**config.mk**
```make
export PLATFORM = sky130hd
export DESIGN_NAME = oip_mul
export DESIGN_NICKNAME = d
export VERILOG_FILES = /design/src/design/oip_pkg.sv /design/src/design/oip_mul.sv
export SDC_FILE = /design/constraint.sdc
export NUM_CORES = 2
export LEC_CHECK = 0
export BUFFER_PORTS_ARGS = -buffer_cell sky130_fd_sc_hd__buf_4
export CORE_ASPECT_RATIO = 0.75
export CORE_UTILIZATION = 40
export DETAILED_ROUTE_END_ITERATION = 8
export GPL_TIMING_DRIVEN = 0
export PLACE_DENSITY_LB_ADDON = 0.25
export SYNTH_ARGS = -nofsm -noshare
export SYNTH_HDL_FRONTEND = slang
export SYNTH_SLANG_ARGS = --single-unit
```
**constraint.sdc**
```tcl
create_clock -name clock -period 8.3 [get_ports clock]
set_input_delay 0.83 -clock clock [delete_from_list [all_inputs] [get_ports clock]]
set_output_delay 0.83 -clock clock [all_outputs]
set_load 0.05 [all_outputs]
```
**src/design/oip_pkg.sv**
```systemverilog
package oip_pkg;

   localparam int COORD_BITS_DEFAULT = 32;
   localparam int FIELD_BITS         = 32;
   localparam int CHUNK_BITS         = 32;

   localparam logic ACT_ORIENT   = 1'b0;
   localparam logic ACT_INCIRCLE = 1'b1;

   localparam logic signed [1:0] ORIENT_CCW       = 2'sb01;
   localparam logic signed [1:0] ORIENT_COLLINEAR = 2'sb00;
   localparam logic signed [1:0] ORIENT_CW        = 2'sb11;

   typedef struct packed {
      logic                         action;
      logic signed [FIELD_BITS-1:0] ax;
      logic signed [FIELD_BITS-1:0] ay;
      logic signed [FIELD_BITS-1:0] bx;
      logic signed [FIELD_BITS-1:0] by_coord;
      logic signed [FIELD_BITS-1:0] cx;
      logic signed [FIELD_BITS-1:0] cy;
      logic signed [FIELD_BITS-1:0] dx;
      logic signed [FIELD_BITS-1:0] dy;
   } req_type;

   typedef struct packed {
      logic signed [1:0] orient_sign;
      logic              inside_circle;
   } rsp_type;

   // chunks of a signed operand: unsigned low chunks, signed top chunk of up to CHUNK_BITS+1
   function automatic int oip_chunks(input int width);
      return (width - 2) / CHUNK_BITS + 1;
   endfunction

   function automatic int oip_clog2(input int value);
      int res;
      res = 0;
      for (int k = 0; k < 31; k++) begin
         if ((1 << k) < value) begin
            res = k + 1;
         end
      end
      return res;
   endfunction

endpackage

```
**src/design/oip_mul.sv**
```systemverilog
module oip_mul
   import oip_pkg::*;
#(
   parameter int A_W    = COORD_BITS_DEFAULT + 1,
   parameter int B_W    = COORD_BITS_DEFAULT + 1,
   parameter int LEVELS = 0
) (
   input  logic                     clock,
   input  logic                     en,
   input  logic signed [A_W-1:0]    a,
   input  logic signed [B_W-1:0]    b,
   output logic signed [A_W+B_W-1:0] p
);

   localparam int P_W    = A_W + B_W;
   localparam int CH     = CHUNK_BITS;
   localparam int NA     = oip_chunks(A_W);
   localparam int NB     = oip_chunks(B_W);
   localparam int NPP    = NA * NB;
   localparam int LEAVES = 1 << LEVELS;
   localparam int NODES  = 2 * LEAVES - 1;
   localparam int TA     = A_W - (NA - 1) * CH;
   localparam int TB     = B_W - (NB - 1) * CH;

   logic signed [CH:0]      ca [NA];
   logic signed [CH:0]      cb [NB];
   logic signed [2*CH+1:0]  pp [NPP];
   logic signed [P_W-1:0]   node_in [NODES];
   logic signed [P_W-1:0]   node_ff [NODES];

   for (genvar gi = 0; gi < NA; gi++) begin : g_ca
      if (gi < NA - 1) begin : g_low
         assign ca[gi] = {1'b0, a[gi*CH +: CH]};
      end else begin : g_top
         assign ca[gi] = (CH+1)'($signed(a[A_W-1 -: TA]));
      end
   end

   for (genvar gj = 0; gj < NB; gj++) begin : g_cb
      if (gj < NB - 1) begin : g_low
         assign cb[gj] = {1'b0, b[gj*CH +: CH]};
      end else begin : g_top
         assign cb[gj] = (CH+1)'($signed(b[B_W-1 -: TB]));
      end
   end

   for (genvar gi = 0; gi < NA; gi++) begin : g_row
      for (genvar gj = 0; gj < NB; gj++) begin : g_col
         localparam int M  = gi * NB + gj;
         localparam int SH = (gi + gj) * CH;
         assign pp[M] = ca[gi] * cb[gj];
         assign node_in[LEAVES-1+M] = P_W'(pp[M]) <<< SH;
      end
   end

   for (genvar gm = NPP; gm < LEAVES; gm++) begin : g_pad
      assign node_in[LEAVES-1+gm] = '0;
   end

   for (genvar gk = 0; gk < LEAVES - 1; gk++) begin : g_tree
      assign node_in[gk] = node_ff[2*gk+1] + node_ff[2*gk+2];
   end

   always_ff @(posedge clock) begin
      if (en) begin
         for (int k = 0; k < NODES; k++) begin
            node_ff[k] <= node_in[k];
         end
      end
   end

   assign p = node_ff[0];

endmodule

```
==> reports/results.txt <==
Sorting the synthesized cells by how often they occur yields 1145 x fa_1, 1133 x inv_1, 562 x and2_1. The tools report the startpoint class of the critical path as an input port. The cell count after synthesis was 4302. The count of final max-slew check failures came out at 0.

CTS saw 66 sinks. From left edge to right edge, the die measures 372 um. The first global-routing pass estimated 224000 um of wire. For this design, the slowest cell found on the critical path is fa_2. Clock-pin slew was measured on the worst setup and hold paths at 60 ps. Synthesis produced a netlist with a net count of 5732. The run gives 45.0% as the global-route track usage on met2. The number of hold-slack violations in the final timing report is 0, and the remaining antenna violation count after routing is 0.

The via density per instance is 5.26, and the die area is 0.104 mm2. TritonCTS built the clock tree. For this run, the slowest stage of the critical path takes 580 ps. The placed instances occupy a cell area of 0.0437 mm2.

The routing layer with the top usage in global route was met2. Buffers placed on the I/O ports in this run total 133. In this run the most critical hold path is launched from a[1]. The share of synthesized area in the top cell type comes to 55.9%. CTS built an H-tree with a depth of 3. For the post-layout worst setup margin, the log shows 36.3 ps.

Synthesis inferred 66 register bits. Cells with a size suffix above 1 make up 10.9% of the layout. The number of inserted filler cells in the final layout was 9938; the achievable clock frequency was 121 MHz. Registers take 0.00198 mm2.

Along the worst path, the maximum fanout reaches 15. The number of synthesized flops with an enable pin is 66. The number of buffers and inverters on the critical path is 9. Via count of the first global-routing pass: 32001. STA classifies the critical path endpoint as a flip-flop. The number of instances in the placed design was 5774. The tools report the hold path endpoint as node_ff[0][1].

After synthesis, the cell types taking the most area are fa_1 56%, inv_1 10%, and2_1 8.6%. After floorplanning, the core was sized to cover 0.101 mm2. For this run the aggregate overflow at the end of global routing stands at 0.

Before antenna repair, the detailed router went through 6 iterations. For the worst setup path, the data arrival time is 8360 ps. OpenSTA, run right after detailed placement, puts the worst setup slack at -2250 ps. By startpoint and endpoint, the worst setup path is classified as input port to flip-flop. Initial antenna violation count: 28.

The final critical-path required period is 8260 ps, and the async set-reset flop share out of synthesis is 0%. Wires add up to 155000 um. The count of cell types in the netlist was 61; the all-layer global routing usage was 30.6%. The register with the most flip-flops in the layout has 66 of them. Master cell of the clock root buffer: clkbuf_16.

The run gives 0.0345 mm2 as the area of the multi-input gates. The largest registers in the layout are node_ff (66). The layout-stage area growth over the synthesis result works out to 10.4%. The tools report the final weighted congestion in routability-driven placement as 1.04. The share of the Yosys chip area taken by registers is 4.83%. For the pin with the worst max-slew slack, the measured transition is 995 ps.

The largest total area in the synthesized netlist belongs to fa_1. The run gives 2808 as the number of design-rule violations left by the first detailed-router iteration. The run finished with clean final reports.

For this run, global-route usage on met3 was measured as 9.76%. Once layout is done, the placed cells without fillers occupy 0.0453 mm2. The portion of the clock cycle consumed by the worst path in the final layout was 99.6%. After detailed routing, the average wire length per cell comes to 26.7 um. The top cell family by delay on the critical path is adder cells. The post-route DRC violation count is 0, and the placement row count is 101.

During synthesis, Yosys emitted a total of 0 warnings. In this run the tightest slew margin relative to its limit is 33.6%. The average instance in the mapped netlist occupies 9.54 um2. Measured along the y axis, the die boundary spans 279 um. Setup violations remaining at the end of the flow were counted as 0. The clock passes through at most 2 buffers. Entering global routing, the biggest net connects 67 pins. The clock buffer count from CTS is 9. The tightest min-delay check is of the input port to flip-flop type. The global-route met1 utilization was 41.6%; the total vias in the final route was 30547. The worst hold path cell count works out to 3. For this configuration, the core starts out at a cell density of 40.4%. After legalization and detailed placement, the total HPWL measured 130000 um.

The tools report the max capacitance violation total as 0. More flip-flops sit in one register than any other, and that register is node_ff. The finished layout holds 5807 standard cells, fillers aside.

fa_1 is the most common cell in the netlist. The net count of the finished layout is 5882. The main flop type after synthesis was edfxtp_1. The synthesized area was 0.0410 mm2.

134 I/O pins were placed. Data on the critical path is required at its endpoint by 8400 ps.
-- worst max path at each step --
stage | to | startpoint | cells past startpoint | slack, ps
2_1_floorplan | node_ff[0][65] | a[32] | 22 | 110
3_3_place_gp | node_ff[0][57] | a[32] | 24 | -2290
6_report | node_ff[0][62] | a[3] | 28 | 40
5_1_grt | node_ff[0][62] | a[14] | 26 | -30
3_5_place_dp | node_ff[0][57] | a[32] | 24 | -2250
4_1_cts | node_ff[0][58] | b[1] | 27 | 3
-- timing repair --
item                                    4_1_cts  5_1_grt
resized for setup                           302      213
pin swaps                                    17       31
endpoints found under the setup margin       35       22
buffers inserted                             20        6
hold buffers                                  0        0
-- cells in the final DEF (no fill, tap or decap), drive strengths merged, types with 5 or more instances in the layout --
cell	instances
a211oi	9
a21o	28
a21oi	73
a31oi	10
and2	563
and3	7
and4	7
buf	207
clkbuf	163
diode	11
edfxtp	66
fa	1145
ha	217
inv	1132
nand2	543
nand2b	9
nand3	18
nand4	9
nor2	47
nor3	8
nor4	5
o211ai	7
o21a	7
o21ai	43
o21bai	8
or2	5
xnor2	55
xor2	20
-- per-stage QoR --
step	setup TNS (ps)	hold WS (ps)	utilization, %
2_1_floorplan	0	942	-
3_3_place_gp	-48580	1240	43.1
3_5_place_dp	-47550	1230	43.1
4_1_cts	0	849	44.2
5_1_grt	-29.8	1040	44.6
6_report	0	1040	44.7
-- kinds of logic (layout without fill, tap and decap cells) --
logic type | after synthesis | after routing | synth area share, %
adder cells (fa/ha/maj) | 1362 | 1362 | 62.5
buffers and inverters | 1354 | 1509 | 12.4
AND/OR/NAND/NOR | 1228 | 1228 | 15.1
AO/OA/AOI/OAI | 217 | 217 | 3.54
XOR/XNOR | 75 | 75 | 1.60
flip-flops | 66 | 66 | 4.83
other | 0 | 11 | 0
-- cell type report --
| type | instances | share of cell area [%] |
|---|---|---|
| clock buffer | 10 | 0.505 |
| multi-input combinational | 2882 | 76.1 |
| clock inverter | 6 | 0.199 |
| tap | 1339 | 3.70 |
| sequential | 66 | 4.37 |
| inverter | 1133 | 9.40 |
| timing repair buffer | 159 | 2.76 |
| buffer | 201 | 2.95 |
| antenna | 11 | 0.0607 |
-- routing by layer --
metal / up-vias / wire length, um
li1: 12590 / -
met1: 15961 / 61800
met2: 1650 / 66200
met3: 338 / 18700
met4: 8 / 8540
met5: - / 44
Power is not shown: default switching activity piles up to over one toggle a cycle in this logic, so the estimate is an artifact.
